**src/hw/rtl/pair_table_interpolator_macros.svh**
```systemverilog
// Assertion macros shared by the pair table interpolator RTL.
// The asserting module must have clk_i and rst_ni in scope.
`ifndef PAIR_TABLE_INTERPOLATOR_MACROS_SVH
`define PAIR_TABLE_INTERPOLATOR_MACROS_SVH

// Same-cycle implication, checked on every rising clock edge outside reset.
`define PTI_ASSERT_IMP(name, ante, cons, msg) \
  name: assert property (@(posedge clk_i) disable iff (!rst_ni) (ante) |-> (cons)) \
    else $error(msg);

// Next-cycle implication, checked on every rising clock edge outside reset.
`define PTI_ASSERT_NXT(name, ante, cons, msg) \
  name: assert property (@(posedge clk_i) disable iff (!rst_ni) (ante) |=> (cons)) \
    else $error(msg);

`endif

```
**src/hw/rtl/pti_pkg.sv**
```systemverilog
package pti_pkg;

  // Default table dimensions.
  localparam int unsigned MAX_TYPES  = 8;
  localparam int unsigned MAX_VALUES = 256;

  // Field widths.
  localparam int unsigned DATA_W    = 32;
  localparam int unsigned FRAC_W    = 16;
  localparam int unsigned DIST_W    = 32;
  localparam int unsigned TYPE_W    = 3;
  localparam int unsigned WIDX_W    = 14;
  localparam int unsigned NTYPES_W  = 4;
  localparam int unsigned NVALUES_W = 9;
  localparam int unsigned STEP_W    = 32;
  localparam int unsigned CFG_IDX_W = 2;

  // Register reset values.
  localparam logic [NTYPES_W-1:0]  NUM_TYPES_RST  = 4'd8;
  localparam logic [NVALUES_W-1:0] NUM_VALUES_RST = 9'd256;
  localparam logic [STEP_W-1:0]    STEP_RECIP_RST = 32'd65536;

  // Item function and table select codes.
  localparam logic FUNC_WRITE = 1'b0;
  localparam logic FUNC_QUERY = 1'b1;
  localparam logic TBL_POT    = 1'b0;
  localparam logic TBL_FORCE  = 1'b1;

  // Configuration register indexes.
  typedef enum logic [CFG_IDX_W-1:0] {
    CFG_NUM_TYPES  = 2'd0,
    CFG_NUM_VALUES = 2'd1,
    CFG_STEP_RECIP = 2'd2
  } cfg_idx_e;

  // Control carried along the pipeline with each item.
  typedef struct packed {
    logic              valid;
    logic              query;
    logic              sel;
    logic              beyond;
    logic              wr_en;
    logic [FRAC_W-1:0] frac;
  } stage_ctl_t;

endpackage

```
**src/hw/rtl/pti_ram.sv**
```systemverilog
module pti_ram #(
  parameter int unsigned Width = pti_pkg::DATA_W,
  parameter int unsigned Depth = 2
) (
  input  logic                     clk_i,
  input  logic                     we_i,
  input  logic [$clog2(Depth)-1:0] waddr_i,
  input  logic [Width-1:0]         wdata_i,
  input  logic                     re_i,
  input  logic [$clog2(Depth)-1:0] raddr_a_i,
  input  logic [$clog2(Depth)-1:0] raddr_b_i,
  output logic [Width-1:0]         rdata_a_o,
  output logic [Width-1:0]         rdata_b_o
);

  logic [Width-1:0] mem_q [Depth];
  logic [Width-1:0] rdata_a_q;
  logic [Width-1:0] rdata_b_q;

  // One write port and two registered read ports.
  always_ff @(posedge clk_i) begin
    if (we_i) begin
      mem_q[waddr_i] <= wdata_i;
    end
    if (re_i) begin
      rdata_a_q <= mem_q[raddr_a_i];
      rdata_b_q <= mem_q[raddr_b_i];
    end
  end

  assign rdata_a_o = rdata_a_q;
  assign rdata_b_o = rdata_b_q;

endmodule

```
**config.mk**
```make
export PLATFORM = sky130hd
export DESIGN_NAME = pti_ram
export DESIGN_NICKNAME = d
export VERILOG_FILES = /design/src/hw/rtl/pair_table_interpolator_macros.svh /design/src/hw/rtl/pti_pkg.sv /design/src/hw/rtl/pti_ram.sv
export SDC_FILE = /design/constraint.sdc
export NUM_CORES = 1
export LEC_CHECK = 0
export ABC_AREA = 1
export BUFFER_PORTS_ARGS = -buffer_cell sky130_fd_sc_hd__buf_2
export CAP_MARGIN = 20
export CORE_ASPECT_RATIO = 0.8
export CORE_MARGIN = 10
export CORE_UTILIZATION = 58
export DETAILED_ROUTE_END_ITERATION = 6
export GPL_TIMING_DRIVEN = 0
export PLACE_DENSITY = 0.88
export SLEW_MARGIN = 25
export SYNTH_ARGS = -nofsm -noshare
export SYNTH_HDL_FRONTEND = slang
export SYNTH_SLANG_ARGS = --single-unit
```
**constraint.sdc**
```tcl
create_clock -name clk_i -period 5.8 [get_ports clk_i]
set_input_delay 1.45 -clock clk_i [delete_from_list [all_inputs] [get_ports clk_i]]
set_output_delay 1.45 -clock clk_i [all_outputs]
set_load 0.02 [all_outputs]
```
=== Word level (Yosys, flattened, before mapping) ===
Memory sizes are Yosys's and may differ from the RTL's. A register that Yosys moved wholly into a read port is not among the register bits.
Index checks and enable logic that the tools add are counted.

* Input port bits: 38
* Bits in writable memories: 64
* Logic and storage cells: 3
* Flip-flop bits (word level): 0
* Memories: 1
* Output and inout bits: 64

{| class="wikitable"
|+ Memories
! name !! words !! width !! read ports !! clocked after Yosys merged registers in !! wr ports !! line !! RTL
|-
| mem_q || 2 || 32 || 2 || 2 || 1 || pti_ram.sv:16 || <nowiki>logic [Width-1:0] mem_q [Depth];</nowiki>
|}

* Multiplexer cells: 2

{| class="wikitable"
|+ Operators by type and width
! kind !! count
|-
| 1-bit two-way mux || 2
|}

=== Longest topological paths before layout ===
* Word-level depth: 2
* Mapped depth: 5
* Gate-level depth less buffers: 3

=== Worst setup path before layout ===
OpenSTA, ideal clock, no wires.

* Path kind: input to register
* From: input we_i
* To: memory mem_q[0][0] (netlist name), enable pin
* Slack: 2.539 ns
* Setup time: 0.422 ns
* Arrival: 2.839 ns
* Stages: 2
* Path buffers: 0
* Data required time: 5.378 ns
* Cells stage by stage: inv_1 -> nor2_1

* Word-level cells in the longest chain between the ends: 2

{| class="wikitable"
|+ RTL lines
! item !! line !! RTL
|-
| start, declared || pti_ram.sv:6 || <nowiki>input logic we_i,</nowiki>
|-
| 1-bit two-way mux || pti_ram.sv:22 || <nowiki>if (we_i) begin</nowiki>
|-
| 1-bit two-way mux (implied by the code) || pti_ram.sv:23 || <nowiki>mem_q[waddr_i] <= wdata_i;</nowiki>
|-
| end, declared || pti_ram.sv:16 ||
|}

Every way passes these cells.

=== Worst setup path after layout ===
* From: register rdata_a_q[9], in the netlist rdata_a_o[9], read port of mem_q
* To: output rdata_a_o[9]

{| class="wikitable"
|+ RTL lines
! item !! line !! RTL
|-
| start, declared || pti_ram.sv:17 || <nowiki>logic [Width-1:0] rdata_a_q;</nowiki>
|-
| end, declared || pti_ram.sv:12 || <nowiki>output logic [Width-1:0] rdata_a_o,</nowiki>
|}

No word-level cell between the ends.

==> metrics.md <==
| Metric | Value |
|---|---|
| FF-to-FF Start | mem_q[0][7] |
| Hold Vio Cnt, Final | 0 |
| Sequential fraction of design power | 48.5% |
| Via count | 2956 |
| P&R area growth vs syn | 25.8% |
| Num CTS Buffers | 17 |
| Cell variety after synth | 10 |
| CP arrival | 1090 ps |
| Slew @ Worst Pin | 793 ps |
| Maximum VDD drop | 0.000241 V |
| CTS sink count | 128 |
| Post-Synth Simple-Gate Area | 15.8% |
| Top-area cell type share of the netlist area | 79.9% |
| Crit path kind | flop to output pin |
| DRC | 0 |
| Core Util, Final | 75.5% |
| Mux contribution to synthesized area | 0% |
| Psw | 0.539 mW |
| GR Util All Layers | 16.1% |
| Combinational power share | 7.9% |
| Final Max Tran Viols | 0 |
| Max_slew headroom | 47.2% |
| Die Y | 101 µm |
| Clock slew at reported path FFs | 60 ps |
| Routed WL | 9840 µm |
| Final HPWL DP | 6420 µm |
| Share of cells above drive strength 1 | 34.3% |
| Leak | 2.61 nW |
| Clock buffer depth | 2 |
| Flip-flop and latch count after synthesis | 128 |
| Initial DRC Count | 262 |
| DP Worst Slack | 3170 ps |
| ANT cells | 0 |
| Reg-to-Reg End | rdata_b_o[7] |
| Sequential area share after synthesis | 79.9% |
| Initial core utilization | 60.0% |
| Detail Route Antenna Nets | 0 |
| Clk root buf | clkbuf_8 |
| Launch point of the worst path | rdata_a_o[9] |
| Syn Inst Count | 340 |
| Compound-cell area share of the yosys netlist | 0% |
| Placed insts | 548 |
| PwrDens | 382 nW/µm² |
| Crit. End Element | output pin |
| Synth top area cells | edfxtp_1 80%, nand2_1 14%, buf_6 2.1% |
| Crit path max fanout | 1 |
| RSZ-0062 raised after global routing | false |
| Resized Gates After CTS | 0 |
| Period utilisation layout | 43.8% |
| CP Capture Point | rdata_a_o[9] |
| Ys Warns | 0 |
| HP Class | flop to flop |
| Wire per inst | 17.0 µm |
| Nets@finish | 497 |
| Cell area after layout | 6050 µm² |
| # rows | 29 |
| Min Tclk post-route | 2540 ps |
| Fmax | 0.394 GHz |
| Worst hold margin | 541 ps |
| Setup slack after layout | 3260 ps |
| Switching share of power | 23.3% |
| Hold_buf cts | 0 |
| Die extent in x | 122 µm |
| Flop2flop setup slack | 4960 ps |
| Gpl congestion | 0.779 |
| Crit path depth | 1 |
| Vias per cell | 5.10 |
| Critical path's slowest cell | edfxtp_1 |
| Syn_nets | 378 |
| Outcome | finished, final reports clean |
| Main combinational cell family by area after synthesis | simple AND/OR/NAND/NOR gates |
| Synth Area in Adders | 0% |
| Fillers | 468 |
| Slowest stage delay, CP | 400 ps |
| Total power | 2.31 mW |
| Setup TNS | 0 ps |
| Maxcap violations | 0 |
| Area after DPL | 5480 µm² |
| Global-route wire length before repair | 14600 µm |
| Vias in the first global route | 2885 |
| R2R depth | 2 |
| WP buf/inv | 1 |
| Syn Area/Cell | 14.2 µm² |
| IO buf count | 99 |
| Initial antenna violation count | 1 |
| Final setup vio count | 0 |
| Critical path's top delay family | flip-flops |
| Clock power share | 43.6% |
| Core area | 8020 µm² |
| Largest net degree at the start of global routing | 65 |
| Drt first pass iters | 5 |
| Num ports | 102 |
| Int Power | 1.77 mW |
| Post-CTS Setup Inserts | 0 |
| Cell accounting for the most synthesized area | edfxtp_1 |
| Cell Chain, Critical Path | buf_2 |
| Startpoint Class | flop |
| WP data required | 4350 ps |
| Worst Skew | 7.40 ps |
| Post-Synth XOR/XNOR Area | 0% |
| H-tree depth reported by CTS | 4 |
| CTS tree | built |
| Worst-Skew Late Latency | 510 ps |
| Die area | 12400 µm² |
| Grt total ovfl | 0 |
| Finished Layout Cells | 580 |
| Post-Syn Area | 4810 µm² |
flip-flops by register name (all words and copies together) (netlist names):
register / flops
mem_q: 64
rdata_a_o: 32
rdata_b_o: 32
layer usage:
layer	GRT usage (%)	part of all wire (%)	wire length, µm
met2	27.1	52	5080
met5	0	0	0
met3	7.39	10	1020
met1	16.6	36	3590
met4	8.42	1.6	153
synth_stat cells:
cell type / count
buf_12: 1
clkbuf_8: 3
inv_1: 2
edfxtp_1: 128
buf_8: 1
inv_8: 2
nor2_1: 1
buf_6: 9
nand2_1: 180
nand2_2: 13
power groups by stage:
stage,Combinational (mW),Sequential (mW),Clock [mW]
2_1_floorplan,0.0635,1.18,0
3_3_place_gp,0.175,1.14,0
3_5_place_dp,0.184,1.14,0
4_1_cts,0.185,1.12,1.02
5_1_grt,0.200,1.13,1.06
6_report,0.182,1.12,1.01
worst min-delay path by stage:
| stage | cells after the start | end | slack, ps | from |
|---|---|---|---|---|
| global placement | 2 | rdata_a_o[12] | 520 | mem_q[0][12] |
| detailed placement | 2 | rdata_a_o[13] | 530 | mem_q[0][13] |
| finish | 2 | rdata_a_o[27] | 540 | mem_q[0][27] |
| CTS | 2 | rdata_b_o[4] | 540 | mem_q[1][4] |
| global route | 2 | rdata_a_o[22] | 560 | mem_q[0][22] |
| floorplan | 2 | rdata_a_o[10] | 510 | mem_q[0][10] |
kinds of logic (layout without fill, tap and decap cells):
group,after synthesis,in the layout
flops,128,128
buf+inv,18,150
simple gates,194,194
worst min-delay path: stages (launching register included):
cell      delay (ps)
edfxtp_1         340
nand2_1           50
nand2_1           50
area by class of cell:
cell class | count | area, µm² | area share (%)
Buffer | 14 | 178 | 2.93
Clock buffer | 17 | 414 | 6.84
Clock inverter | 15 | 160 | 2.65
Inverter | 4 | 30.0 | 0.496
Multi-Input combinational cell | 194 | 768 | 12.7
Sequential cell | 128 | 3840 | 63.5
Tap cell | 108 | 135 | 2.23
Timing Repair Buffer | 100 | 526 | 8.68
cells in the final DEF, fill, tap and decap left out:
| cell | synthesis | final |
|---|---|---|
| bufinv_16 | 0 | 2 |
| clkinv_1 | 0 | 1 |
| clkbuf_16 | 0 | 16 |
| inv_6 | 0 | 3 |
| nor2_4 | 0 | 1 |
| inv_2 | 0 | 1 |
| clkinvlp_4 | 0 | 1 |
| inv_8 | 2 | 2 |
| buf_12 | 1 | 1 |
| buf_6 | 9 | 9 |
| buf_4 | 0 | 1 |
| clkinv_4 | 0 | 6 |
| buf_8 | 1 | 1 |
| nand2_1 | 180 | 180 |
| inv_1 | 2 | 1 |
| buf_2 | 0 | 98 |
| clkbuf_8 | 3 | 4 |
| edfxtp_1 | 128 | 128 |
| buf_16 | 0 | 1 |
| clkinv_2 | 0 | 2 |
| nand2_2 | 13 | 13 |
Note: power is estimated with default switching activity, not from simulation.
