==> config.mk <==
export PLATFORM = sky130hd
export DESIGN_NAME = pti_addr
export DESIGN_NICKNAME = d
export VERILOG_FILES = /design/src/hw/rtl/pair_table_interpolator_macros.svh /design/src/hw/rtl/pti_pkg.sv /design/src/hw/rtl/pti_addr.sv
export SDC_FILE = /design/constraint.sdc
export NUM_CORES = 2
export LEC_CHECK = 0
export BUFFER_PORTS_ARGS = -buffer_cell sky130_fd_sc_hd__buf_4
export CAP_MARGIN = 5
export CORE_MARGIN = 4
export CORE_UTILIZATION = 59
export DETAILED_ROUTE_END_ITERATION = 7
export HOLD_SLACK_MARGIN = 0.05
export PLACE_DENSITY = 0.87
export RECOVER_POWER = 25
export SLEW_MARGIN = 20
export SYNTH_ARGS = -nofsm -noshare
export SYNTH_HDL_FRONTEND = slang
export SYNTH_SLANG_ARGS = --single-unit
==> constraint.sdc <==
create_clock -name clk_i -period 4.47 [get_ports clk_i]
set_clock_uncertainty 0.15 [all_clocks]
set_input_delay 0.447 -clock clk_i [delete_from_list [all_inputs] [get_ports clk_i]]
set_output_delay 0.447 -clock clk_i [all_outputs]
set_load 0.005 [all_outputs]
==> src/hw/rtl/pair_table_interpolator_macros.svh <==
// Assertion macros shared by the pair table interpolator RTL.
// The asserting module must have clk_i and rst_ni in scope.
`ifndef PAIR_TABLE_INTERPOLATOR_MACROS_SVH
`define PAIR_TABLE_INTERPOLATOR_MACROS_SVH

// Same-cycle implication, checked on every rising clock edge outside reset.
`define PTI_ASSERT_IMP(name, ante, cons, msg) \
  name: assert property (@(posedge clk_i) disable iff (!rst_ni) (ante) |-> (cons)) \
    else $error(msg);

// Next-cycle implication, checked on every rising clock edge outside reset.
`define PTI_ASSERT_NXT(name, ante, cons, msg) \
  name: assert property (@(posedge clk_i) disable iff (!rst_ni) (ante) |=> (cons)) \
    else $error(msg);

`endif

==> src/hw/rtl/pti_pkg.sv <==
package pti_pkg;

  // Default table dimensions.
  localparam int unsigned MAX_TYPES  = 8;
  localparam int unsigned MAX_VALUES = 256;

  // Field widths.
  localparam int unsigned DATA_W    = 32;
  localparam int unsigned FRAC_W    = 16;
  localparam int unsigned DIST_W    = 32;
  localparam int unsigned TYPE_W    = 3;
  localparam int unsigned WIDX_W    = 14;
  localparam int unsigned NTYPES_W  = 4;
  localparam int unsigned NVALUES_W = 9;
  localparam int unsigned STEP_W    = 32;
  localparam int unsigned CFG_IDX_W = 2;

  // Register reset values.
  localparam logic [NTYPES_W-1:0]  NUM_TYPES_RST  = 4'd8;
  localparam logic [NVALUES_W-1:0] NUM_VALUES_RST = 9'd256;
  localparam logic [STEP_W-1:0]    STEP_RECIP_RST = 32'd65536;

  // Item function and table select codes.
  localparam logic FUNC_WRITE = 1'b0;
  localparam logic FUNC_QUERY = 1'b1;
  localparam logic TBL_POT    = 1'b0;
  localparam logic TBL_FORCE  = 1'b1;

  // Configuration register indexes.
  typedef enum logic [CFG_IDX_W-1:0] {
    CFG_NUM_TYPES  = 2'd0,
    CFG_NUM_VALUES = 2'd1,
    CFG_STEP_RECIP = 2'd2
  } cfg_idx_e;

  // Control carried along the pipeline with each item.
  typedef struct packed {
    logic              valid;
    logic              query;
    logic              sel;
    logic              beyond;
    logic              wr_en;
    logic [FRAC_W-1:0] frac;
  } stage_ctl_t;

endpackage

==> src/hw/rtl/pti_addr.sv <==
module pti_addr #(
  parameter int unsigned MaxTypes  = pti_pkg::MAX_TYPES,
  parameter int unsigned MaxValues = pti_pkg::MAX_VALUES,
  parameter int unsigned AddrW     = $clog2(MaxTypes * (MaxTypes + 1) / 2 * MaxValues)
) (
  input  logic                              clk_i,
  input  logic                              rst_ni,
  input  logic                              in_valid_i,
  output logic                              in_ready_o,
  input  logic                              func_i,
  input  logic                              table_select_i,
  input  logic [pti_pkg::TYPE_W-1:0]        type_a_i,
  input  logic [pti_pkg::TYPE_W-1:0]        type_b_i,
  input  logic [pti_pkg::DIST_W-1:0]        distance_i,
  input  logic [pti_pkg::WIDX_W-1:0]        write_index_i,
  input  logic signed [pti_pkg::DATA_W-1:0] write_value_i,
  input  logic [pti_pkg::NTYPES_W-1:0]      num_types_i,
  input  logic [pti_pkg::NVALUES_W-1:0]     num_values_i,
  input  logic [pti_pkg::STEP_W-1:0]        step_recip_i,
  output pti_pkg::stage_ctl_t               ctl_o,
  input  logic                              out_ready_i,
  output logic [AddrW-1:0]                  rd_addr_o,
  output logic [AddrW-1:0]                  wr_addr_o,
  output logic signed [pti_pkg::DATA_W-1:0] wr_data_o
);

  import pti_pkg::*;

  localparam int unsigned NumPairs   = MaxTypes * (MaxTypes + 1) / 2;
  localparam int unsigned TableDepth = NumPairs * MaxValues;
  localparam int unsigned TW         = $clog2(MaxTypes + 1);
  localparam int unsigned CW         = $clog2(MaxValues + 1);
  localparam int unsigned IW         = $clog2(MaxValues);
  localparam int unsigned PW         = $clog2(NumPairs + 1);
  localparam int unsigned MW         = TW + TYPE_W + 2;
  localparam int unsigned BW         = PW + CW;
  localparam int unsigned PROD_W     = DIST_W + STEP_W;

  // Stage 1 registers.
  logic                     v1_q;
  logic                     query1_q;
  logic                     sel1_q;
  logic                     type_ok1_q;
  logic                     wr_ok1_q;
  logic [PW-1:0]            pair1_q;
  logic [PROD_W-1:0]        prod1_q;
  logic [WIDX_W-1:0]        widx1_q;
  logic signed [DATA_W-1:0] wval1_q;

  // Stage 2 registers.
  logic                     v2_q;
  logic                     query2_q;
  logic                     sel2_q;
  logic                     beyond2_q;
  logic                     wr_ok2_q;
  logic [FRAC_W-1:0]        frac2_q;
  logic [AddrW-1:0]         base2_q;
  logic [IW-1:0]            idx2_q;
  logic [AddrW-1:0]         waddr2_q;
  logic signed [DATA_W-1:0] wval2_q;

  logic [TW-1:0]            t_clamp;
  logic [CW-1:0]            n_clamp;
  logic [TYPE_W-1:0]        lo;
  logic [TYPE_W-1:0]        hi;
  logic [MW-1:0]            tri_prod;
  logic [PW-1:0]            pair_d;
  logic [PROD_W-1:0]        prod_d;
  logic                     type_ok_d;
  logic                     wr_ok_d;
  logic                     idx_ok;
  logic                     beyond_d;
  logic [BW-1:0]            base_d;
  logic                     en1;
  logic                     en2;

  // Clamp the table shape registers into the supported range.
  always_comb begin
    if (num_types_i == '0) begin
      t_clamp = TW'(1);
    end else if (32'(num_types_i) > 32'(MaxTypes)) begin
      t_clamp = TW'(MaxTypes);
    end else begin
      t_clamp = TW'(num_types_i);
    end
    if (32'(num_values_i) < 32'(2)) begin
      n_clamp = CW'(2);
    end else if (32'(num_values_i) > 32'(MaxValues)) begin
      n_clamp = CW'(MaxValues);
    end else begin
      n_clamp = CW'(num_values_i);
    end
  end

  // Order the types and find the upper-triangular pair row.
  assign lo        = (type_a_i < type_b_i) ? type_a_i : type_b_i;
  assign hi        = (type_a_i < type_b_i) ? type_b_i : type_a_i;
  assign tri_prod  = MW'(lo) * (MW'({t_clamp, 1'b0}) + MW'(1) - MW'(lo));
  assign pair_d    = PW'((tri_prod >> 1) + MW'(hi - lo));
  assign type_ok_d = 32'(hi) < 32'(t_clamp);
  assign wr_ok_d   = 32'(write_index_i) < 32'(TableDepth);

  // Distance times reciprocal step, an exact Q32.32 product.
  assign prod_d = PROD_W'(distance_i) * PROD_W'(step_recip_i);

  // Stage 2: bound check on the sample index and the pair base address.
  assign idx_ok   = ({1'b0, prod1_q[PROD_W-1:DIST_W]} + 33'd1) < 33'(n_clamp);
  assign beyond_d = !(type_ok1_q && idx_ok);
  assign base_d   = BW'(pair1_q) * BW'(n_clamp);

  // Per-stage enables: a stage loads when it is empty or its item moves on.
  assign en2        = !v2_q || out_ready_i;
  assign en1        = !v1_q || en2;
  assign in_ready_o = en1;

  // Valid bits.
  always_ff @(posedge clk_i or negedge rst_ni) begin
    if (!rst_ni) begin
      v1_q <= 1'b0;
      v2_q <= 1'b0;
    end else begin
      if (en1) begin
        v1_q <= in_valid_i;
      end
      if (en2) begin
        v2_q <= v1_q;
      end
    end
  end

  // Stage payloads.
  always_ff @(posedge clk_i) begin
    if (en1 && in_valid_i) begin
      query1_q   <= (func_i == FUNC_QUERY);
      sel1_q     <= table_select_i;
      type_ok1_q <= type_ok_d;
      wr_ok1_q   <= wr_ok_d;
      pair1_q    <= pair_d;
      prod1_q    <= prod_d;
      widx1_q    <= write_index_i;
      wval1_q    <= write_value_i;
    end
    if (en2 && v1_q) begin
      query2_q  <= query1_q;
      sel2_q    <= sel1_q;
      beyond2_q <= beyond_d;
      wr_ok2_q  <= wr_ok1_q;
      frac2_q   <= prod1_q[DIST_W-1:DIST_W-FRAC_W];
      base2_q   <= AddrW'(base_d);
      idx2_q    <= prod1_q[DIST_W +: IW];
      waddr2_q  <= AddrW'(widx1_q);
      wval2_q   <= wval1_q;
    end
  end

  // Memory stage requests.
  assign ctl_o = '{valid: v2_q, query: query2_q, sel: sel2_q, beyond: beyond2_q,
                   wr_en: wr_ok2_q, frac: frac2_q};
  assign rd_addr_o = base2_q + AddrW'(idx2_q);
  assign wr_addr_o = waddr2_q;
  assign wr_data_o = wval2_q;

endmodule

### Word-level counts from Yosys, hierarchy flattened

Index checks and enable logic that the tools add are counted.

* add/subtract/negate cells: 6
* $mul: 3
* $lt $le $gt $ge: 7
* mux-type cells: 6
* reductions and logical operators: 9

Operator list (number)
* $mul 32x32->64: 1
* $add 32x1->33 const B: 1
* $lt 33x9->1: 1
* $mux 9: 2
* $add 14x8->14: 1
* $lt 14x14->1 const B: 1
* $mul 6x9->14: 1
* $gt 9x9->1 const B: 1
* $lt 9x2->1 const B: 1
* $mul 3x9->7: 1
* $mux 4: 2
* $sub 6x3->7: 1
* $add 5x1->6 const B: 1
* $add 6x6->6: 1
* $mux 3: 2
* $gt 4x4->1 const B: 1
* $logic_not 4->1: 1
* $lt 3x4->1: 1
* $sub 3x3->4: 1
* $logic_and 1x1->1: 3
* $logic_not 1->1: 3
* $lt 3x3->1: 1
* $logic_or 1x1->1: 2

* register bits: 210
* word-level logic and storage cells: 50

### Longest topological paths before layout

* depth after elaboration: 7
* mapped depth: 28
* mapped depth without buffers: 26

### Least setup slack after synthesis

Ideal clock, no wire load.

* path type: input -> register
* from: input step_recip_i[2] in the netlist's numbering
* to: register prod1_q[41] (data pin)
* library setup time: 0.265 ns
* arrival time: 7.177 ns
* data required time: 4.055 ns
* path slack: -3.122 ns
* stages: 25
* buffers on the path: 2
* path through: clkbuf_1 > and2_1 > fa_1 > inv_1 > fa_1 > fa_1 > fa_1 > inv_1 > fa_1 > inv_1 > fa_1 > inv_1 > fa_1 > fa_1 > ha_1 > clkbuf_1 > a21oi_1 > o21ai_0 > a21oi_1 > a21boi_1 > o21ai_0 > a2111o_1 > a221oi_1 > o21ai_0 > xor2_1

* longest elaborated chain between the ends: 1

RTL lines
* from (decl): line pti_addr.sv:19 `input logic [pti_pkg::STEP_W-1:0] step_recip_i,`
* $mul 32x32->64: line pti_addr.sv:104 `assign prod_d = PROD_W'(distance_i) * PROD_W'(step_recip_i);`
* named net prod_d[41]: line pti_addr.sv:68 `logic [PROD_W-1:0] prod_d;`
* to (signal assigned): line pti_addr.sv:139 `prod1_q <= prod_d;`
* to (decl): line pti_addr.sv:46 `logic [PROD_W-1:0] prod1_q;`

The timed path passes the listed nets, and every way through them passes these cells.
A chain may end at the register's enable or synchronous reset.

### Worst setup path in the final report

* from: input step_recip_i[5] in the netlist's numbering
* to: register prod1_q[60] (data pin)

The elaborated chain is that of the path after synthesis.

==> metrics.txt <==
Data arrival, critical path 7650 ps; vias in the first global route 37400; Starting Density 59.9%; pin count of the biggest net entering global routing 73; routed via count 34200; met3 Track Usage GR 8.68%; Buffers on Ports 216; Final Max Tran Viols 0; Root Driver clkbuf_16; Yosys reg bits 194; drt first-iter violations 3200; Yosys top cell area share 44.1%; core box area 70500 um^2; GP Congestion 0.975; initial antenna violation count 1; Synth Net Count 5676; Final min period 7610 ps; chip height 276 um; Crit path top cell by count fa_1; measured slew at the worst slew-check pin 972 ps; cell taking the most area after synthesis fa_1; top-count cell post-synth inv_1; Worst Path Class, Setup input port to flip-flop; critical path's slowest cell fa_1; GRT overflow 0; Worst Hold Class input port to asynchronous set/reset pin; Seq/Total Area, Yosys 13.8%; met1 Usage GRT 38.8%; final setup fails 49; max-cap violation count 0; Die X 276 um; area grow syn2layout 23.2%; GR Util met2 55.7%; Nets 6263; fill count 4038; first-pass GRT wire length 197000 um; Routed WL 133000 um; clock buffer depth 2; I/O Pins 217; vias per cell 5.87; Reg clk slew, reported paths 80 ps; layout cells sized above 1 23.5%; clk sinks 194; failing checks design-rule violations, negative setup slack; CP delay by family, top adder cells; wire length per cell 22.8 um; Unique masters post-synth 63; Worst Path Buf+Inv 6; asr flop ratio synth 1.03%; final worst slack -3140 ps; unrepaired setup endpoints after global routing yes; top_reg_cell synth edfxtp_1; CTS Buf Count 17; CP endpoint kind flip-flop; Post-DP HPWL 96700 um; Fmax 131 MHz; TritonCTS clock tree done; DP Cell Count 5673; final hold vios 0; CP required 4510 ps; Final ANT Viol Nets 0; post-place setup slack -3450 ps; Non-Filler Instances 5831; Post-Syn Area 42200 um^2; GRT Resource Usage Total 33.3%; Mapped Cells 4289; # H-tree levels 4; Synth top cells by count 951 x inv_1, 931 x fa_1, 632 x and2_1; row count 97; Max FO, Critical Path 8; number of synthesized flops with an enable pin 192; fin crit share 170%; Die ar. 75900 um^2; TNS Setup -128360 ps; Worst-Skew Late Latency 450 ps; status finished, violations left; first-pass detailed-route iteration total 8; grt peak-use layer met2; Max-slew headroom 35.2%; Final Util 73.8%; ranking of synthesized cells by area fa_1 44%, edfxtp_1 14%, ha_1 9.5%, and2_1 9.4%, inv_1 8.4%; syn avg cell area 9.85 um^2; DR DRC count 3; Max stage delay on crit path 600 ps; startpoint types input port; Syn. warnings 0
## kinds of logic (layout without fill, tap and decap cells)
family	count (synthesis)	in the layout	share of synthesized area, %
and+or+nand+nor	1313	1313	16.1
DFF	194	194	13.8
other	1	3	0.00888
AOI/OAI and AO/OA	260	260	3.93
buffers and inverters	1164	1764	10.4
muxes	6	6	0.148
xor gates and xnor gates	99	99	2.05
adders and majority gates	1252	1252	53.6
## metal layers
| layer | part of all wire, % | routed length, um |
|---|---|---|
| met5 | 0 | 0 |
| met4 | 8.4 | 11100 |
| met3 | 12 | 15900 |
| met2 | 47 | 63100 |
| met1 | 32 | 42900 |
## sequential cells by signal, summed over array words and instances (netlist names), 6 cells and up
register / count
prod1_q: 48
wr_data_o: 32
wval1_q: 32
frac2_q: 16
base2_q: 14
widx1_q: 14
wr_addr_o: 14
idx2_q: 8
pair1_q: 6
## worst reg2reg max path, stage by stage, from the launching register on
cell	delay, ps
edfxtp_1	550
and2_1	230
fa_1	490
inv_1	50
fa_1	550
fa_1	400
inv_1	100
ha_4	210
a21oi_1	160
o21bai_1	110
a21oi_1	270
nor2b_1	110
o21a_1	200
o21ai_0	150
nand2b_1	80
a21oi_1	170
xnor2_1	90
## area by class of cell
cell class                      instances  area [um^2]  share of cell area [%]
Antenna cell                            2         5.00                 0.00962
Sequential cell                       194         5820                    11.2
Tap cell                              940         1180                    2.26
Inverter                              951         3570                    6.87
Multi-Input combinational cell       2931        33900                    65.1
Clock buffer                           17          425                   0.818
Timing Repair Buffer                  781         6950                    13.4
Clock inverter                         15          205                   0.394
## cell usage in the layout (no fill, tap or decap), types with 28 or more instances in the layout
| master | Yosys | layout |
|---|---|---|
| a21o_1 | 40 | 40 |
| a21oi_1 | 91 | 57 |
| and2_1 | 632 | 558 |
| and2_4 | 0 | 74 |
| buf_4 | 5 | 555 |
| buf_6 | 0 | 97 |
| clkbuf_4 | 0 | 28 |
| dlygate4sd3_1 | 0 | 50 |
| edfxtp_1 | 192 | 192 |
| fa_1 | 931 | 855 |
| fa_2 | 0 | 76 |
| ha_1 | 321 | 276 |
| ha_4 | 0 | 38 |
| inv_1 | 951 | 902 |
| inv_2 | 0 | 47 |
| nand2_1 | 512 | 492 |
| nor2_1 | 45 | 37 |
| xnor2_1 | 63 | 49 |
| xor2_1 | 36 | 29 |
## metrics by stage
stage	cell area, um^2	hold slack, ps
after detailed placement	48100	81.2
after CTS	51000	133
after global routing	52000	162
after global placement	48100	80.9
after floorplan	43100	1.41
final	52000	167
## what timing repair did
action / 4_1_cts / 5_1_grt
buffers inserted: 36 / 43
cloned: 4 / 1
resized for setup: 351 / 169
pin swaps: 174 / 125
hold endpoints to repair: 51 / 0
endpoints found under the setup margin: 49 / 52
hold buffers: 50 / 0
## path summary, 6_finish.rpt
kind,slack (ps),depth (start not counted),startpoint,end
min in group clk_i,170,3,out_ready_i,v2_q$_DFFE_PN0P_
max reg2reg,180,16,pair1_q[1]$_DFFE_PP_,base2_q[12]$_DFFE_PP_
max in group asynchronous,3870,2,rst_ni,v1_q$_DFFE_PN0N_
min reg2reg,270,0,wval1_q[10]$_DFFE_PP_,wr_data_o[10]$_DFFE_PP_
max,-3140,26,step_recip_i[5],prod1_q[60]$_DFFE_PP_
min,170,2,rst_ni,v2_q$_DFFE_PN0P_
Power is left out: the tool's default activity adds up to more than one toggle a clock period on the data nets, which glitch-free logic cannot reach.
