<file path="config.mk">
export PLATFORM = sky130hd
export DESIGN_NAME = pti_interp
export DESIGN_NICKNAME = d
export VERILOG_FILES = /design/src/hw/rtl/pair_table_interpolator_macros.svh /design/src/hw/rtl/pti_pkg.sv /design/src/hw/rtl/pti_interp.sv
export SDC_FILE = /design/constraint.sdc
export NUM_CORES = 2
export LEC_CHECK = 0
export BUFFER_PORTS_ARGS = -buffer_cell sky130_fd_sc_hd__buf_2
export CORE_MARGIN = 2
export CORE_UTILIZATION = 65
export DETAILED_ROUTE_END_ITERATION = 8
export GPL_ROUTABILITY_DRIVEN = 0
export PLACE_DENSITY = 0.9
export SLEW_MARGIN = 10
export SYNTH_ARGS = -nofsm -noshare
export SYNTH_HDL_FRONTEND = slang
export SYNTH_SLANG_ARGS = --single-unit
</file>
<file path="constraint.sdc">
create_clock -name clk_i -period 5.25 [get_ports clk_i]
set_input_delay 0.2625 -clock clk_i [delete_from_list [all_inputs] [get_ports clk_i]]
set_output_delay 0.2625 -clock clk_i [all_outputs]
set_load 0.05 [all_outputs]
</file>
<file path="src/hw/rtl/pair_table_interpolator_macros.svh">
// Assertion macros shared by the pair table interpolator RTL.
// The asserting module must have clk_i and rst_ni in scope.
`ifndef PAIR_TABLE_INTERPOLATOR_MACROS_SVH
`define PAIR_TABLE_INTERPOLATOR_MACROS_SVH

// Same-cycle implication, checked on every rising clock edge outside reset.
`define PTI_ASSERT_IMP(name, ante, cons, msg) \
  name: assert property (@(posedge clk_i) disable iff (!rst_ni) (ante) |-> (cons)) \
    else $error(msg);

// Next-cycle implication, checked on every rising clock edge outside reset.
`define PTI_ASSERT_NXT(name, ante, cons, msg) \
  name: assert property (@(posedge clk_i) disable iff (!rst_ni) (ante) |=> (cons)) \
    else $error(msg);

`endif

</file>
<file path="src/hw/rtl/pti_pkg.sv">
package pti_pkg;

  // Default table dimensions.
  localparam int unsigned MAX_TYPES  = 8;
  localparam int unsigned MAX_VALUES = 256;

  // Field widths.
  localparam int unsigned DATA_W    = 32;
  localparam int unsigned FRAC_W    = 16;
  localparam int unsigned DIST_W    = 32;
  localparam int unsigned TYPE_W    = 3;
  localparam int unsigned WIDX_W    = 14;
  localparam int unsigned NTYPES_W  = 4;
  localparam int unsigned NVALUES_W = 9;
  localparam int unsigned STEP_W    = 32;
  localparam int unsigned CFG_IDX_W = 2;

  // Register reset values.
  localparam logic [NTYPES_W-1:0]  NUM_TYPES_RST  = 4'd8;
  localparam logic [NVALUES_W-1:0] NUM_VALUES_RST = 9'd256;
  localparam logic [STEP_W-1:0]    STEP_RECIP_RST = 32'd65536;

  // Item function and table select codes.
  localparam logic FUNC_WRITE = 1'b0;
  localparam logic FUNC_QUERY = 1'b1;
  localparam logic TBL_POT    = 1'b0;
  localparam logic TBL_FORCE  = 1'b1;

  // Configuration register indexes.
  typedef enum logic [CFG_IDX_W-1:0] {
    CFG_NUM_TYPES  = 2'd0,
    CFG_NUM_VALUES = 2'd1,
    CFG_STEP_RECIP = 2'd2
  } cfg_idx_e;

  // Control carried along the pipeline with each item.
  typedef struct packed {
    logic              valid;
    logic              query;
    logic              sel;
    logic              beyond;
    logic              wr_en;
    logic [FRAC_W-1:0] frac;
  } stage_ctl_t;

endpackage

</file>
<file path="src/hw/rtl/pti_interp.sv">
module pti_interp (
  input  logic                              clk_i,
  input  logic                              rst_ni,
  input  pti_pkg::stage_ctl_t               ctl_i,
  output logic                              ready_o,
  input  logic signed [pti_pkg::DATA_W-1:0] y0_i,
  input  logic signed [pti_pkg::DATA_W-1:0] y1_i,
  output logic                              out_valid_o,
  input  logic                              out_ready_i,
  output logic signed [pti_pkg::DATA_W-1:0] value_o,
  output logic                              beyond_table_o
);

  import pti_pkg::*;

  localparam int unsigned DIFF_W = DATA_W + 1;
  localparam int unsigned PROD_W = DIFF_W + FRAC_W + 1;
  localparam int unsigned SUM_W  = PROD_W - FRAC_W;
  localparam int unsigned RES_W  = SUM_W + 1;
  localparam logic signed [PROD_W-1:0] Half = PROD_W'(2 ** (FRAC_W - 1));

  logic                     v4_q;
  logic                     beyond4_q;
  logic signed [PROD_W-1:0] prod4_q;
  logic signed [DATA_W-1:0] y0_4_q;
  logic                     v5_q;
  logic                     beyond5_q;
  logic signed [DATA_W-1:0] value5_q;

  logic signed [DIFF_W-1:0] diff;
  logic signed [PROD_W-1:0] prod_d;
  logic signed [PROD_W-1:0] rounded;
  logic signed [SUM_W-1:0]  step;
  logic signed [RES_W-1:0]  res;
  logic signed [DATA_W-1:0] value_d;
  logic                     en4;
  logic                     en5;

  // Stage 4: slope times fraction.
  assign diff   = DIFF_W'(y1_i) - DIFF_W'(y0_i);
  assign prod_d = PROD_W'(diff) * PROD_W'($signed({1'b0, ctl_i.frac}));

  // Stage 5: round to nearest, ties upward, add the base sample, saturate; zero if beyond.
  assign rounded = prod4_q + Half;
  assign step    = SUM_W'(rounded >>> FRAC_W);
  assign res     = RES_W'(y0_4_q) + RES_W'(step);

  always_comb begin
    if (beyond4_q) begin
      value_d = '0;
    end else if (!res[RES_W-1] && (|res[RES_W-2:DATA_W-1])) begin
      value_d = {1'b0, {(DATA_W-1){1'b1}}};
    end else if (res[RES_W-1] && !(&res[RES_W-2:DATA_W-1])) begin
      value_d = {1'b1, {(DATA_W-1){1'b0}}};
    end else begin
      value_d = DATA_W'(res);
    end
  end

  // Stage enables.
  assign en5     = !v5_q || out_ready_i;
  assign en4     = !v4_q || en5;
  assign ready_o = en4;

  // Valid bits.
  always_ff @(posedge clk_i or negedge rst_ni) begin
    if (!rst_ni) begin
      v4_q <= 1'b0;
      v5_q <= 1'b0;
    end else begin
      if (en4) begin
        v4_q <= ctl_i.valid;
      end
      if (en5) begin
        v5_q <= v4_q;
      end
    end
  end

  // Stage payloads; stage 5 is the output register.
  always_ff @(posedge clk_i) begin
    if (en4 && ctl_i.valid) begin
      beyond4_q <= ctl_i.beyond;
      prod4_q   <= prod_d;
      y0_4_q    <= y0_i;
    end
    if (en5 && v4_q) begin
      beyond5_q <= beyond4_q;
      value5_q  <= value_d;
    end
  end

  assign out_valid_o    = v5_q;
  assign value_o        = value5_q;
  assign beyond_table_o = beyond5_q;

endmodule

</file>
==> results of run 1 <==
==> synth_stat cells (all sizes together) (12+ instances only) <==
cell type  number
nor2           63
nand2b         36
a21o           40
and2          176
nand4          29
xnor2          83
ha            184
inv           625
o21bai         23
a21oi          80
nor3           15
o21ai          85
xor2           48
o311a          12
nand3          37
a31oi          23
fa            503
clkbuf        125
edfxtp        101
and3           19
nor2b          24
nand2         386
==> stage by stage <==
step / hold slack, ns / utilization (%) / setup TNS (ns) / instances
floorplan: -0.03309 / - / -73.04 / 2850
detailed placement: 0.05213 / 75.80 / -107.69 / 3737
CTS: 0.06023 / 78.84 / -89.81 / 3791
global placement: 0.04683 / 75.80 / -94.96 / 3737
==> logic make-up after synthesis <==
kind of cell | Yosys count | synth area share [%]
fa+ha+maj | 687 | 47.87
compound gates | 336 | 8.521
buf+inv | 758 | 11.11
simple gates | 817 | 15.34
mux | 18 | 0.7988
xor+xnor | 131 | 4.439
flops | 103 | 11.93
==> metal layers <==
metal	GRT overflow	GRT usage, %
met5	5	59.52
met4	160	77.82
met3	54	75.89
met2	242	93.44
met1	74	78.10
==> repair_timing <==
item                                   4_1_cts
endpoints found under the hold margin        2
setup endpoints to repair                   35
setup buffers                               39
resized for setup                          124
gates cloned                                 1
pin swaps                                  123
hold buffers                                 1
==> impl_metrics.prom, run 1 <==
# TYPE chip_impl_metric gauge
chip_impl_info{name="run_status",value="stopped before the end"} 1
chip_impl_info{name="flow.stopped_at",value="5_1_grt"} 1
chip_impl_info{name="run.stop_error",value="[ERROR GRT-0232] Routing congestion too high. Check the congestion heatmap in the GUI."} 1
chip_impl_metric{name="cts-htree-levels",unit=""} 3
chip_impl_metric{name="syn-instance-count",unit=""} 2850
chip_impl_metric{name="number_of_enable_flip_flop_cells_after_synthesis",unit=""} 101
chip_impl_metric{name="grt_usage",unit="%"} 81.47
chip_impl_metric{name="chipHeight",unit="um"} 203.4
chip_impl_metric{name="cts-buffers-inserted",unit=""} 9
chip_impl_metric{name="boundaryPins",unit=""} 123
chip_impl_metric{name="dp.final_hpwl",unit="mm"} 69.42
chip_impl_metric{name="ys_seq_area_share",unit="%"} 11.93
chip_impl_metric{name="clock_sink_count",unit=""} 103
chip_impl_info{name="clockRootBuffer",value="sky130_fd_sc_hd__clkbuf_16"} 1
chip_impl_metric{name="syn-num-nets",unit=""} 3625
chip_impl_metric{name="synth_cell_types",unit=""} 68
chip_impl_info{name="synth.area.top_cells",value="sky130_fd_sc_hd__fa_1 39%, sky130_fd_sc_hd__edfxtp_1 12%, sky130_fd_sc_hd__inv_1 9.1%"} 1
chip_impl_metric{name="clock_path_buffers",unit=""} 2
chip_impl_metric{name="synth.cell_area",unit="um2"} 25840
chip_impl_metric{name="grt_start_max_net_pins",unit=""} 60
chip_impl_info{name="worstEndpointType",value="register data pin"} 1
chip_impl_metric{name="yosysWarnings",unit=""} 0
chip_impl_metric{name="synth_top_area_share",unit="%"} 38.96
chip_impl_metric{name="portBuffers",unit=""} 119
chip_impl_info{name="yosys_most_used_dff",value="sky130_fd_sc_hd__edfxtp_1"} 1
chip_impl_metric{name="rows",unit=""} 73
chip_impl_metric{name="start_util",unit="%"} 65.50
chip_impl_metric{name="synth-async-reset-ratio",unit="%"} 1.942
chip_impl_metric{name="dp_worst_setup_slack",unit="ns"} -3.643
chip_impl_info{name="repair-timing-grt-worst-ep",value="prod4_q[49]$_DFFE_PP_/D"} 1
chip_impl_metric{name="grt_remaining_overflow",unit=""} 535
chip_impl_info{name="synth_area_leader_cell",value="sky130_fd_sc_hd__fa_1"} 1
chip_impl_metric{name="placedInstanceArea",unit="um2"} 29910
chip_impl_metric{name="width_of_the_chip",unit="um"} 203.4
chip_impl_metric{name="ys_ff_latch",unit=""} 103
chip_impl_metric{name="syn-mean-instance-area",unit="um2"} 9.068
==> run 2, diff against run 1 <==
--- a/config.mk
+++ b/config.mk
@@ -7,10 +7,10 @@
 export LEC_CHECK = 0
 export BUFFER_PORTS_ARGS = -buffer_cell sky130_fd_sc_hd__buf_2
 export CORE_MARGIN = 2
-export CORE_UTILIZATION = 65
+export CORE_UTILIZATION = 40
 export DETAILED_ROUTE_END_ITERATION = 8
 export GPL_ROUTABILITY_DRIVEN = 0
-export PLACE_DENSITY = 0.9
+export PLACE_DENSITY_LB_ADDON = 0.15
 export SLEW_MARGIN = 10
 export SYNTH_ARGS = -nofsm -noshare
 export SYNTH_HDL_FRONTEND = slang
==> run 2 against run 1 <==
  * The flow now finishes, with violations (negative setup slack)
  * Area after synthesis unchanged
  * Synthesized cell count is the same
==> impl_metrics.prom, run 2 <==
# TYPE chip_impl_metric gauge
chip_impl_info{name="cpMostUsedCell",value="sky130_fd_sc_hd__fa_1"} 1
chip_impl_metric{name="grt_start_max_net_pins",unit=""} 69
chip_impl_metric{name="cts-htree-levels",unit=""} 3
chip_impl_metric{name="detailedRoute.firstIterationViolations",unit=""} 1164
chip_impl_metric{name="synth_top_area_share",unit="%"} 38.96
chip_impl_metric{name="final.period_utilization",unit="%"} 155.1
chip_impl_info{name="largest_register",value="prod4_q"} 1
chip_impl_metric{name="hold_viol",unit=""} 0
chip_impl_metric{name="timing.reg2reg.setup_slack",unit="ns"} 0.46
chip_impl_metric{name="max_slew.worst_pin.slew",unit="ns"} 0.9196
chip_impl_metric{name="firstDrtPassIters",unit=""} 5
chip_impl_metric{name="final_nets",unit=""} 4107
chip_impl_metric{name="timing.critical_path.required",unit="ns"} 5.37
chip_impl_metric{name="syn-instance-count",unit=""} 2850
chip_impl_metric{name="number_of_antenna_violations_at_the_first_check_in_global_routing",unit=""} 2
chip_impl_info{name="synth.area.top_cells",value="sky130_fd_sc_hd__fa_1 39%, sky130_fd_sc_hd__edfxtp_1 12%, sky130_fd_sc_hd__inv_1 9.1%"} 1
chip_impl_metric{name="setup_slack",unit="ns"} -2.892
chip_impl_metric{name="rows",unit=""} 93
chip_impl_info{name="cts_tree",value="done"} 1
chip_impl_metric{name="start_util",unit="%"} 40.31
chip_impl_metric{name="ys_seq_area_share",unit="%"} 11.93
chip_impl_info{name="worst_path_max_delay_cell",value="sky130_fd_sc_hd__fa_1"} 1
chip_impl_metric{name="ant_nets",unit=""} 0
chip_impl_metric{name="crit_arrival",unit="ns"} 8.26
chip_impl_info{name="setup.worst_path.start_class",value="input port"} 1
chip_impl_info{name="most_frequent_cell_after_synthesis",value="sky130_fd_sc_hd__inv_1"} 1
chip_impl_metric{name="syn-num-nets",unit=""} 3625
chip_impl_info{name="clockRootBuffer",value="sky130_fd_sc_hd__clkbuf_16"} 1
chip_impl_metric{name="synth.cell_area",unit="um2"} 25840
chip_impl_metric{name="syn-mean-instance-area",unit="um2"} 9.068
chip_impl_info{name="failed_checks",value="negative setup slack"} 1
chip_impl_info{name="holdCritPathClass",value="in -> reg"} 1
chip_impl_metric{name="chipHeight",unit="um"} 258.2
chip_impl_metric{name="grt_pass1_vias",unit=""} 22860
chip_impl_metric{name="core_region_area",unit="um2"} 64120
chip_impl_metric{name="number_of_enable_flip_flop_cells_after_synthesis",unit=""} 101
chip_impl_metric{name="ys_ff_latch",unit=""} 103
chip_impl_metric{name="dp.final_hpwl",unit="mm"} 62.92
chip_impl_info{name="run_status",value="complete, but fails checks"} 1
chip_impl_info{name="critical_path_class",value="in -> reg"} 1
chip_impl_metric{name="average_wire_per_cell_in_the_routed_design",unit="um"} 17.99
chip_impl_metric{name="width_of_the_chip",unit="um"} 258.2
chip_impl_metric{name="drc",unit=""} 0
chip_impl_metric{name="fin_crit",unit="ns"} 8.142
chip_impl_metric{name="grt_pass1_wl",unit="mm"} 122.6
chip_impl_metric{name="path_max_fanout",unit=""} 7
chip_impl_metric{name="synth-async-reset-ratio",unit="%"} 1.942
chip_impl_metric{name="register_area",unit="um2"} 3083
chip_impl_metric{name="clk_pin_slew",unit="ns"} 0.07
chip_impl_metric{name="cts-buffers-inserted",unit=""} 9
chip_impl_metric{name="grt_remaining_overflow",unit=""} 0
chip_impl_info{name="yosys_most_used_dff",value="sky130_fd_sc_hd__edfxtp_1"} 1
chip_impl_metric{name="syn_to_final_growth",unit="%"} 26.10
chip_impl_metric{name="final.setup.tns",unit="ns"} -90.08
chip_impl_metric{name="cap_viol_max_count",unit=""} 0
chip_impl_info{name="timing.critical_path.to_type",value="flop"} 1
chip_impl_metric{name="fmax",unit="GHz"} 0.1228
chip_impl_metric{name="routed-via-count",unit=""} 20960
chip_impl_metric{name="synth_cell_types",unit=""} 68
chip_impl_info{name="netlist_top_cells_count",value="625 x sky130_fd_sc_hd__inv_1, 503 x sky130_fd_sc_hd__fa_1, 386 x sky130_fd_sc_hd__nand2_1"} 1
chip_impl_metric{name="fillerInstances",unit=""} 5906
chip_impl_metric{name="timing.slew.headroom",unit="%"} 38.69
chip_impl_metric{name="clock_path_buffers",unit=""} 2
chip_impl_metric{name="drt-vias-per-instance",unit=""} 4.999
chip_impl_metric{name="clock_sink_count",unit=""} 103
chip_impl_metric{name="multiInputGateArea",unit="um2"} 21050
chip_impl_metric{name="placedInstanceArea",unit="um2"} 30570
chip_impl_metric{name="worst_skew_pair.late_latency",unit="ns"} 0.37
chip_impl_metric{name="floorplan.die_area",unit="um2"} 66660
chip_impl_metric{name="portBuffers",unit=""} 119
chip_impl_metric{name="largest_register_ff_count",unit=""} 35
chip_impl_metric{name="drive_above_1_share",unit="%"} 24.55
chip_impl_metric{name="slowest_delay",unit="ns"} 0.60
chip_impl_metric{name="setup_viol_count_final",unit=""} 35
chip_impl_metric{name="boundaryPins",unit=""} 123
chip_impl_info{name="grt_setup_unrepaired",value="true"} 1
chip_impl_metric{name="finalWirelength",unit="mm"} 75.42
chip_impl_metric{name="yosysWarnings",unit=""} 0
chip_impl_info{name="synth_area_leader_cell",value="sky130_fd_sc_hd__fa_1"} 1
chip_impl_info{name="most_common_library_cell_in_the_layout_ignoring_fill_and_taps",value="sky130_fd_sc_hd__inv_1"} 1
chip_impl_metric{name="grt_usage",unit="%"} 23.33
chip_impl_metric{name="finClkSkew",unit="ns"} 0.006763
chip_impl_metric{name="report.final.slew_viol_count",unit=""} 0
chip_impl_info{name="final_cell_mix",value="604 x sky130_fd_sc_hd__inv_1, 484 x sky130_fd_sc_hd__fa_1, 427 x sky130_fd_sc_hd__buf_4, 368 x sky130_fd_sc_hd__nand2_1, 169 x sky130_fd_sc_hd__and2_1"} 1
chip_impl_metric{name="final_design_area_no_fill",unit="um2"} 32590
## run 2: cell counts after synthesis
Identical to the previous run, type by type.
## run 2: kinds of logic (layout without fill, tap and decap cells)
logic type / count (synthesis) / in the layout / share of synthesized area, %
and+or+nand+nor: 817 / 817 / 15.34
DFF: 103 / 103 / 11.93
other: 0 / 1 / 0
adders and majority gates: 687 / 687 / 47.87
AOI/OAI and AO/OA: 336 / 336 / 8.521
xor gates and xnor gates: 131 / 131 / 4.439
muxes: 18 / 18 / 0.7988
buffers and inverters: 758 / 1244 / 11.11
## run 2: cell type report
type	instances	share of cell area [%]
multi-input combinational	1989	64.58
timing repair buffer	604	14.39
sequential	103	9.459
inverter	625	7.294
tap	855	3.282
clock buffer	9	0.6910
clock inverter	6	0.2879
antenna	1	0.007678
## run 2: layer usage
metal,track usage (%),vias up,wire (um)
li1,-,9761,-
met1,32.14,10540,33510
met2,40.17,569,36430
met3,2.258,89,4122
met4,4.640,2,1337
met5,0,-,13
## run 2: path summary, 6_finish.rpt
path                              from           to  cells after the start
setup reg to reg           prod4_q[15]   value_o[2]                     20
min in group asynchronous       rst_ni         v4_q                      2
hold / removal               ctl_i[17]    beyond4_q                      1
hold reg to reg                   v4_q  out_valid_o                      1
setup / recovery               y1_i[0]  prod4_q[39]                     36
max in group asynchronous       rst_ni  out_valid_o                      2
## run 2: what timing repair did
| action | CTS | global route |
|---|---|---|
| setup buffers | 59 | 36 |
| resized for setup | 115 | 95 |
| hold buffers | 1 | 0 |
| endpoints found under the setup margin | 35 | 66 |
| pin swaps | 89 | 124 |
| gates cloned | 0 | 2 |
| endpoints found under the hold margin | 2 | 0 |
## run 2: worst max-delay path, delay by kind of cell
kind	cells	cell delay, ns
adders and majority gates	9	3.88
AOI/OAI and AO/OA	9	1.72
and+or+nand+nor	6	1.15
buffers and inverters	10	0.87
xor gates and xnor gates	2	0.36
## run 2: stage by stage
step | utilization, % | hold slack [ns] | cells | setup WS [ns]
6_report | 50.83 | 0.07200 | 4192 | -2.892
5_1_grt | 50.83 | 0.05996 | 4191 | -3.221
4_1_cts | 49.75 | 0.05785 | 4162 | -2.919
3_5_place_dp | 47.69 | 0.05033 | 4097 | -3.506
3_3_place_gp | 47.69 | 0.04688 | 4097 | -3.334
2_1_floorplan | - | -0.03309 | 2850 | -2.677
Power of run 2 is not shown: default switching activity piles up to over one toggle a cycle in this logic, so the estimate is an artifact.
